### config.mk
export PLATFORM = sky130hd
export DESIGN_NAME = emergency_error_stack_and_frame_sender_flat
export DESIGN_NICKNAME = d
export VERILOG_FILES = /design/src/emcy_pkg.sv /design/src/emcy_ifs.sv /design/src/emergency_error_stack_and_frame_sender.sv /design/src/flat_wrapper.sv
export SDC_FILE = /design/constraint.sdc
export NUM_CORES = 2
export LEC_CHECK = 0
export BUFFER_PORTS_ARGS = -buffer_cell sky130_fd_sc_hd__buf_2
export CELL_PAD_IN_SITES_DETAIL_PLACEMENT = 1
export CELL_PAD_IN_SITES_GLOBAL_PLACEMENT = 1
export CORE_MARGIN = 1
export CORE_UTILIZATION = 40
export CTS_CLUSTER_SIZE = 12
export DETAILED_ROUTE_END_ITERATION = 12
export GPL_TIMING_DRIVEN = 0
export PLACE_DENSITY = 0.7
export SETUP_SLACK_MARGIN = 0.02
export SLEW_MARGIN = 25
export SYNTH_ARGS = -nofsm -noshare
export SYNTH_HDL_FRONTEND = slang
export SYNTH_SLANG_ARGS = --single-unit
### constraint.sdc
create_clock -name clk -period 36.7 [get_ports clk]
set_clock_uncertainty 0.05 [all_clocks]
set_input_delay 5.505 -clock clk [delete_from_list [all_inputs] [get_ports clk]]
set_output_delay 5.505 -clock clk [all_outputs]
set_load 0.005 [all_outputs]
### src/emcy_pkg.sv
// ----------------------------------------------------------------------------
// emcy_pkg - shared types and constants
// Command/response item layouts, codes and sizing for the emergency sender.
// ----------------------------------------------------------------------------
`default_nettype none

package emcy_pkg;

	localparam int STACK_DEPTH = 8;
	localparam int QUEUE_DEPTH = 16;

	localparam int SCNT_W = $clog2(STACK_DEPTH + 1);
	localparam int QCNT_W = $clog2(QUEUE_DEPTH + 1);
	localparam int QPTR_W = (QUEUE_DEPTH > 1) ? $clog2(QUEUE_DEPTH) : 1;

	localparam logic [31:0] COB_ID_RESET   = 32'd128;
	localparam int          COB_DIS_BIT    = 31;
	localparam int          COB_EXT_BIT    = 29;
	localparam logic [7:0]  GENERIC_ERROR  = 8'h01;

	typedef enum logic [1:0] {
		MODE_PUSH  = 2'd0,
		MODE_POP   = 2'd1,
		MODE_CLEAR = 2'd2,
		MODE_TICK  = 2'd3
	} mode_t;

	typedef enum logic [1:0] {
		ST_OK          = 2'd0,
		ST_ZERO_CODE   = 2'd1,
		ST_STACK_FULL  = 2'd2,
		ST_QUEUE_FULL  = 2'd3
	} status_t;

	typedef enum logic {
		CFG_COB_ID  = 1'b0,
		CFG_INHIBIT = 1'b1
	} cfg_idx_t;

	typedef struct packed {
		mode_t       mode;
		logic [15:0] error_code;
		logic [7:0]  error_register;
		logic [39:0] vendor_bytes;
	} cmd_t;

	typedef struct packed {
		status_t           status;
		logic              frame_valid;
		logic [28:0]       frame_identifier;
		logic              frame_extended;
		logic [63:0]       frame_payload;
		logic [7:0]        register_now;
		logic [15:0]       top_code;
		logic [SCNT_W-1:0] stack_count;
	} rsp_t;

	typedef struct packed {
		logic        ext;
		logic [28:0] id;
		logic [63:0] payload;
	} frame_t;

	// Byte 0-1 code (LE), byte 2 register, bytes 3-7 vendor bytes
	function automatic logic [63:0] make_payload(input logic [15:0] code,
			input logic [7:0] err_reg, input logic [39:0] vendor);
		make_payload = {vendor, err_reg, code};
	endfunction

endpackage

`default_nettype wire

### src/emcy_ifs.sv
// ----------------------------------------------------------------------------
// emcy_ifs - valid/ready channels
// Command and response channels of the emergency sender.
// ----------------------------------------------------------------------------
`default_nettype none

interface emcy_cmd_if;
	logic           valid;
	logic           ready;
	emcy_pkg::cmd_t data;

	modport source (output valid, output data, input ready);
	modport sink   (input valid, input data, output ready);
endinterface

interface emcy_rsp_if;
	logic           valid;
	logic           ready;
	emcy_pkg::rsp_t data;

	modport source (output valid, output data, input ready);
	modport sink   (input valid, input data, output ready);
endinterface

`default_nettype wire

### src/emergency_error_stack_and_frame_sender.sv
// ----------------------------------------------------------------------------
// emergency_error_stack_and_frame_sender - emergency stack and frame queue
// Error stack with frame queue and inhibit-timed release, one command a cycle unless rsp stalls.
// ----------------------------------------------------------------------------
// Usage:
//   cmd: valid/ready channel carrying mode (push, pop, clear, 100 us tick)
//        with error code, error register bits and vendor bytes for a push.
//   rsp: valid/ready channel, exactly one response per command: status,
//        the frame released this command (if any), error register, top code
//        and stack depth.
//   cfg: cfg_we/cfg_index/cfg_wdata write the COB-ID word and inhibit time;
//        write only while no command is in flight.
// The response is registered at the edge that takes the command. Commands
// are taken one per cycle while rsp is not stalled; the stack shift, queue
// pointer update and inhibit countdown all update at that same edge.
// The response register frees on the transfer that drains it, so cmd.ready
// stays high while rsp.ready is high. When rsp stalls, one response is held
// and cmd.ready drops until it is taken.
// Reset empties the stack and frame queue, clears the countdown and error
// register, and loads the COB-ID with 0x80 and inhibit time with 0.
// ----------------------------------------------------------------------------
`default_nettype none

module emergency_error_stack_and_frame_sender (
	input  wire                clk,
	input  wire                arst_n,
	emcy_cmd_if.sink           cmd,
	emcy_rsp_if.source         rsp,
	input  wire                cfg_we,
	input  wire                cfg_index,
	input  wire [31:0]         cfg_wdata
);

	localparam int SD = emcy_pkg::STACK_DEPTH;
	localparam int QD = emcy_pkg::QUEUE_DEPTH;
	localparam int SW = emcy_pkg::SCNT_W;
	localparam int QW = emcy_pkg::QCNT_W;
	localparam int PW = emcy_pkg::QPTR_W;

	// configuration
	logic [31:0] cob_id_q;
	logic [15:0] inhibit_time_q;

	// state
	logic [15:0]            codes_q [SD];
	logic [7:0]             regs_q  [SD];
	logic [SW-1:0]          used_q;
	emcy_pkg::frame_t       qmem_q  [QD];
	logic [PW-1:0]          head_q, tail_q;
	logic [QW-1:0]          qcnt_q;
	logic [15:0]            inhibit_q;
	logic [7:0]             reg_held_q;

	logic                   rsp_valid_q;
	emcy_pkg::rsp_t         rsp_q;

	// next-state logic
	logic                   cmd_acc;
	logic [15:0]            codes_d [SD];
	logic [7:0]             regs_d  [SD];
	logic [SW-1:0]          used_d;
	logic                   send;
	logic [15:0]            snd_code;
	logic [7:0]             snd_reg;
	logic [39:0]            snd_vendor;
	logic [7:0]             push_reg;
	logic [15:0]            top_cur;
	logic [15:0]            top;
	emcy_pkg::status_t      status;
	logic                   tick;
	logic                   push_q;
	logic                   release_f;
	logic [15:0]            inh_t;
	emcy_pkg::frame_t       new_frame;
	emcy_pkg::frame_t       rel_frame;
	logic [QW-1:0]          qcnt_d;
	logic [15:0]            inhibit_d;
	logic [7:0]             reg_held_d;
	emcy_pkg::rsp_t         rsp_d;

	assign cmd_acc   = cmd.valid && cmd.ready;
	assign cmd.ready = !rsp_valid_q || rsp.ready;
	assign rsp.valid = rsp_valid_q;
	assign rsp.data  = rsp_q;

	always_comb begin
		for (int i = 0; i < SD; i++) begin
			codes_d[i] = codes_q[i];
			regs_d[i]  = regs_q[i];
		end
		used_d     = used_q;
		send       = 1'b0;
		snd_code   = '0;
		snd_reg    = '0;
		snd_vendor = '0;
		status     = emcy_pkg::ST_OK;
		tick       = 1'b0;
		top_cur    = (used_q != '0) ? codes_q[0] : 16'd0;
		top        = 16'd0;
		push_reg   = cmd.data.error_register | emcy_pkg::GENERIC_ERROR
			| ((used_q != '0) ? regs_q[0] : 8'd0);

		case (cmd.data.mode)
			emcy_pkg::MODE_PUSH: begin
				top = top_cur;
				if (cmd.data.error_code == 16'd0) begin
					status = emcy_pkg::ST_ZERO_CODE;
				end else if (used_q >= SW'(SD)) begin
					status = emcy_pkg::ST_STACK_FULL;
				end else begin
					for (int i = 1; i < SD; i++) begin
						codes_d[i] = codes_q[i-1];
						regs_d[i]  = regs_q[i-1];
					end
					codes_d[0] = cmd.data.error_code;
					regs_d[0]  = push_reg;
					used_d     = used_q + SW'(1);
					top        = cmd.data.error_code;
					send       = 1'b1;
					snd_code   = cmd.data.error_code;
					snd_reg    = push_reg;
					snd_vendor = cmd.data.vendor_bytes;
				end
			end
			emcy_pkg::MODE_POP: begin
				if (used_q != '0) begin
					top = codes_q[0];
					for (int i = 0; i < SD - 1; i++) begin
						codes_d[i] = codes_q[i+1];
						regs_d[i]  = regs_q[i+1];
					end
					used_d = used_q - SW'(1);
					send   = 1'b1;
					// new top goes out as register and vendor bytes 0-1
					if (used_q > SW'(1)) begin
						snd_reg    = regs_d[0];
						snd_vendor = {24'd0, codes_d[0]};
					end
				end
			end
			emcy_pkg::MODE_CLEAR: begin
				if (used_q != '0) begin
					used_d = '0;
					send   = 1'b1;
				end
			end
			emcy_pkg::MODE_TICK: begin
				top  = top_cur;
				tick = 1'b1;
			end
			default: begin
				top = top_cur;
			end
		endcase

		new_frame.ext     = cob_id_q[emcy_pkg::COB_EXT_BIT];
		new_frame.id      = cob_id_q[emcy_pkg::COB_EXT_BIT]
			? cob_id_q[28:0] : {18'd0, cob_id_q[10:0]};
		new_frame.payload = emcy_pkg::make_payload(snd_code, snd_reg, snd_vendor);

		push_q = 1'b0;
		if (send && !cob_id_q[emcy_pkg::COB_DIS_BIT]) begin
			if (qcnt_q >= QW'(QD)) begin
				status = emcy_pkg::ST_QUEUE_FULL;
			end else begin
				push_q = 1'b1;
			end
		end

		reg_held_d = send ? snd_reg : reg_held_q;

		inh_t     = (tick && inhibit_q != 16'd0) ? inhibit_q - 16'd1 : inhibit_q;
		release_f = (qcnt_q != '0 || push_q) && inh_t == 16'd0;
		// an empty queue releases the frame queued by this same command
		rel_frame = (qcnt_q == '0) ? new_frame : qmem_q[head_q];
		qcnt_d    = qcnt_q + QW'(push_q) - QW'(release_f);
		inhibit_d = release_f ? inhibit_time_q : inh_t;

		rsp_d.status           = status;
		rsp_d.frame_valid      = release_f;
		rsp_d.frame_identifier = release_f ? rel_frame.id : 29'd0;
		rsp_d.frame_extended   = release_f && rel_frame.ext;
		rsp_d.frame_payload    = release_f ? rel_frame.payload : 64'd0;
		rsp_d.register_now     = reg_held_d;
		rsp_d.top_code         = top;
		rsp_d.stack_count      = used_d;
	end

	always_ff @(posedge clk or negedge arst_n) begin
		if (!arst_n) begin
			cob_id_q       <= emcy_pkg::COB_ID_RESET;
			inhibit_time_q <= 16'd0;
		end else if (cfg_we) begin
			case (emcy_pkg::cfg_idx_t'(cfg_index))
				emcy_pkg::CFG_COB_ID:  cob_id_q       <= cfg_wdata;
				emcy_pkg::CFG_INHIBIT: inhibit_time_q <= cfg_wdata[15:0];
				default: ;
			endcase
		end
	end

	always_ff @(posedge clk or negedge arst_n) begin
		if (!arst_n) begin
			used_q      <= '0;
			head_q      <= '0;
			tail_q      <= '0;
			qcnt_q      <= '0;
			inhibit_q   <= 16'd0;
			reg_held_q  <= 8'd0;
			rsp_valid_q <= 1'b0;
		end else begin
			if (cmd_acc) begin
				used_q     <= used_d;
				qcnt_q     <= qcnt_d;
				inhibit_q  <= inhibit_d;
				reg_held_q <= reg_held_d;
				if (push_q) begin
					tail_q <= (tail_q == PW'(QD - 1)) ? '0 : tail_q + PW'(1);
				end
				if (release_f) begin
					head_q <= (head_q == PW'(QD - 1)) ? '0 : head_q + PW'(1);
				end
				rsp_valid_q <= 1'b1;
			end else if (rsp.ready) begin
				rsp_valid_q <= 1'b0;
			end
		end
	end

	// payload storage, no reset
	always_ff @(posedge clk) begin
		if (cmd_acc) begin
			for (int i = 0; i < SD; i++) begin
				codes_q[i] <= codes_d[i];
				regs_q[i]  <= regs_d[i];
			end
			if (push_q) begin
				qmem_q[tail_q] <= new_frame;
			end
			rsp_q <= rsp_d;
		end
	end

`ifndef NO_ASSERTIONS
	a_stack_bound: assert property (@(posedge clk) disable iff (!arst_n)
		used_q <= SW'(SD))
		else $error("stack count above depth");

	a_queue_bound: assert property (@(posedge clk) disable iff (!arst_n)
		qcnt_q <= QW'(QD))
		else $error("frame queue count above depth");

	a_inhibit_reload: assert property (@(posedge clk) disable iff (!arst_n)
		cmd_acc && release_f |=> inhibit_q == $past(inhibit_time_q))
		else $error("countdown not reloaded after release");

	a_std_id: assert property (@(posedge clk) disable iff (!arst_n)
		rsp_valid_q && !rsp_q.frame_extended |-> rsp_q.frame_identifier[28:11] == '0)
		else $error("11-bit identifier carries high bits");

	a_no_frame_blocked: assert property (@(posedge clk) disable iff (!arst_n)
		cmd_acc && qcnt_q != '0 && inh_t == 16'd0 |-> release_f)
		else $error("queued frame held with countdown at zero");
`endif

endmodule

`default_nettype wire
### src/flat_wrapper.sv
// flat-port wrapper written by rule: the top's interface ports become plain ports
module emergency_error_stack_and_frame_sender_flat 
  (clk, arst_n, cfg_we, cfg_index, cfg_wdata, cmd_valid, cmd_data, cmd_ready, rsp_valid, rsp_data, rsp_ready);
  emcy_cmd_if cmd_i ();
  emcy_rsp_if rsp_i ();
  input  wire clk;
  input  wire arst_n;
  input  wire cfg_we;
  input  wire cfg_index;
  input  wire [31:0] cfg_wdata;
  input wire logic [$bits(cmd_i.valid)-1:0] cmd_valid;
  input wire logic [$bits(cmd_i.data)-1:0] cmd_data;
  output wire logic [$bits(cmd_i.ready)-1:0] cmd_ready;
  output wire logic [$bits(rsp_i.valid)-1:0] rsp_valid;
  output wire logic [$bits(rsp_i.data)-1:0] rsp_data;
  input wire logic [$bits(rsp_i.ready)-1:0] rsp_ready;
  assign cmd_i.valid = cmd_valid;
  assign cmd_i.data = cmd_data;
  assign cmd_ready = cmd_i.ready;
  assign rsp_valid = rsp_i.valid;
  assign rsp_data = rsp_i.data;
  assign rsp_i.ready = rsp_ready;
  emergency_error_stack_and_frame_sender u_core (.clk(clk), .arst_n(arst_n), .cmd(cmd_i), .rsp(rsp_i), .cfg_we(cfg_we), .cfg_index(cfg_index), .cfg_wdata(cfg_wdata));
endmodule
==> impl_metrics.tcl <==
set metrics [dict create \
    vdd_drop_max_uv 50.9 \
    p_leak_nw 28.1 \
    synth_cells 3889 \
    drt-wirelength-per-cell_um 30.6 \
    setup_violations 0 \
    drtPass1Iterations 7 \
    cp_max_fo 3 \
    fin_tns_setup_ns 0 \
    clock_sinks 1910 \
    ys_ff_latch 1910 \
    async_flop_share 0.0466 \
    synth_nets 4014 \
    ioPinCount 231 \
    clockBufferDepth 3 \
    ys_types 63 \
    port_buffers 228 \
    drtAntennaViolNets 0 \
    fp.coreArea_mm2 0.186 \
    hold_violations 0 \
    area_growth_syn_to_layout_pct 15.7 \
    relSlewSlack 0.257 \
    finalCritPeriodShare 0.312 \
    clockRootBuffer "clkbuf_16" \
    dieArea_mm2 0.189 \
    place.gp.congestion 0.796 \
    layout_min_cycle_time_ns 11.45 \
    synthFlopType "edfxtp_1" \
    rsz0062_at_grt "no" \
    max_stage_delay_ns 0.16 \
    synth-warning-count 0 \
    worstSetupPathType "input pin to primary output" \
    grt_start_max_net_pins 69 \
    cts_setup_buffers 0 \
    cts_buffers 193 \
    drive_above_1_share 0.259 \
    post-place-cells 6682 \
    cts_tree "yes" \
    synth_edf_count 1821 \
    drt_iter0_markers 4277 \
    antenna_found_initial 8 \
    fin_nets 4522 \
    die_w_um 435 \
    endpoint_kind "primary output" \
    dp_hpwl_mm 140 \
    start_util 0.403 \
    hp-class "flip-flop to flip-flop" \
    path_cells "buf_2 -> nand2b_1 -> buf_2" \
    die_y_um 435 \
    drt-total-wl_mm 215 \
    outcome "finished, final reports clean" \
    worst_slack_ns 25.25 \
    clock_latency_ns 0.84 \
    critPathArrivalTime_ns 5.90 \
    drv_cap 0 \
    fin_util 0.467 \
    ctsResizeCount 0 \
    htreeDepth 4 \
    vias 40327 \
    path_common_cell "buf_2" \
    clk_pin_slew_ns 0.06 \
    syn_area_mm2 0.0750 \
    fill_cells 17417 \
    drt_drc_violations_left 0 \
    tightestPinTransition_ns 1.11 \
    grt_pass1_vias 42201 \
    pre_cts_ws_ns 25.25 \
    layout_common_cells "edfxtp_1 (1821), nand2_1 (579), mux4_2 (470)" \
    ys_seq_area_frac 0.759 \
    final_common_cell "edfxtp_1" \
    final_cell_count_no_fill 7012 \
    fmax_mhz 87.3 \
    avgSynthCellArea_um2 19.3 \
    cp.required_ns 31.14 \
    rows 158 \
    grt_pass1_wl_mm 304 \
    holdWs_ns 0.400 \
    viasPerCell 5.75 \
    cts_hold_buf 0 \
    grt_usage 0.225 \
    drv_slew 0 \
    grt_overflow 0 \
    cp_slowest_cell "nand2b_1" \
    cp-start-kind "input pin" \
    p_per_area_mw_per_mm2 60.4 \
]
## final timing paths
check / from / endpoint / slack, ns / depth (start not counted)
worst max-delay path: rsp_ready / cmd_ready / 25.25 / 3
worst min-delay path: u_core.codes_q[1][41]$_DFFE_PP_ / u_core.codes_q[1][57]$_DFFE_PP_ / 0.40 / 0
worst max register to register: u_core.inhibit_q[0]$_DFFE_PN0P_ / u_core.qcnt_q[4]$_DFFE_PN0P_ / 31.72 / 19
worst min register to register: u_core.codes_q[1][41]$_DFFE_PP_ / u_core.codes_q[1][57]$_DFFE_PP_ / 0.40 / 0
max in group asynchronous: arst_n / u_core.cob_id_q[7]$_DFFE_PN1P_ / 31.34 / 2
min in group asynchronous: arst_n / u_core.reg_held_q[1]$_DFFE_PN0P_ / 4.52 / 1
## cell usage after synthesis (4+ instances only)
master | instances | area [um^2]
or2_2 | 4 | 25.0
nand4_1 | 6 | 37.5
a22o_1 | 18 | 158
o21ai_0 | 189 | 946
clkbuf_1 | 178 | 668
and2_1 | 73 | 457
and3_1 | 7 | 43.8
nand3_1 | 13 | 65.1
buf_1 | 39 | 146
nor3_1 | 14 | 70.1
inv_1 | 21 | 78.8
a31oi_1 | 4 | 25.0
nor4_1 | 9 | 56.3
o31ai_1 | 8 | 60.1
a21o_1 | 4 | 30.0
a211oi_1 | 7 | 52.6
nor3b_1 | 5 | 37.5
mux2_2 | 61 | 687
buf_2 | 11 | 55.1
dfrtp_1 | 88 | 2200
edfxtp_1 | 1821 | 54700
a21oi_1 | 130 | 651
xnor2_1 | 5 | 43.8
mux4_2 | 470 | 10600
ha_1 | 20 | 250
nand2_1 | 579 | 2170
nor2_1 | 49 | 184
or4_1 | 8 | 60.1
## state kept, by name (all words and copies together) (netlist names), 5 cells and up
name	cells
u_core.qmem_q	1504
u_core.codes_q	128
u_core.rsp.data	125
u_core.regs_q	64
u_core.cob_id_q	31
u_core.inhibit_q	16
u_core.inhibit_time_q	16
u_core.reg_held_q	8
u_core.qcnt_q	5
## logic make-up (layout without fill, tap and decap cells)
group | after synthesis | in the layout | synth area share
DFF | 1910 | 1910 | 0.759
adders and majority gates | 21 | 21 | 0.00360
buffers and inverters | 252 | 892 | 0.0128
xor gates and xnor gates | 6 | 6 | 0.000701
other | 0 | 3 | 0
AOI/OAI and AO/OA | 388 | 388 | 0.0290
and+or+nand+nor | 781 | 781 | 0.0445
muxes | 531 | 531 | 0.150
## stage by stage
stage               total power, mW  area (um^2)
global route                   5.40        86800
detailed placement             3.46        81100
global placement               3.43        79200
CTS                            5.27        86700
finish                         5.24        86800
floorplan                      3.13        75000
## layout make-up
class | count | area, um^2 | area share
flip-flops and latches | 1910 | 56900 | 0.656
multi-input cells | 1727 | 17200 | 0.198
clock buffers | 270 | 5220 | 0.0602
well taps | 2480 | 3100 | 0.0358
repair buffers | 313 | 2820 | 0.0325
plain buffers | 229 | 942 | 0.0109
clock inverters | 57 | 450 | 0.00519
inverters | 23 | 86.3 | 0.000995
diodes | 3 | 7.51 | 0.0000865
## power breakdown
part,total (mW),internal [mW],leakage [nW],switching [mW]
registers,2.57,2.52,17.9,0.0499
clock network,1.83,1.01,2.74,0.813
logic,0.847,0.332,7.52,0.515
## routing by layer
layer | share of wire | vias to the layer above | GRT usage
met5 | 0.00029 | - | 0
met4 | 0.032 | 8 | 0.0755
met3 | 0.065 | 318 | 0.0375
met2 | 0.50 | 1635 | 0.380
met1 | 0.40 | 21780 | 0.295
li1 | - | 16586 | -
## worst max-delay path: cells and delay by family
kind | cells | cell delay (ns)
buf+inv | 2 | 0.23
simple gates | 1 | 0.16
Note: power is estimated with default switching activity, not from simulation.
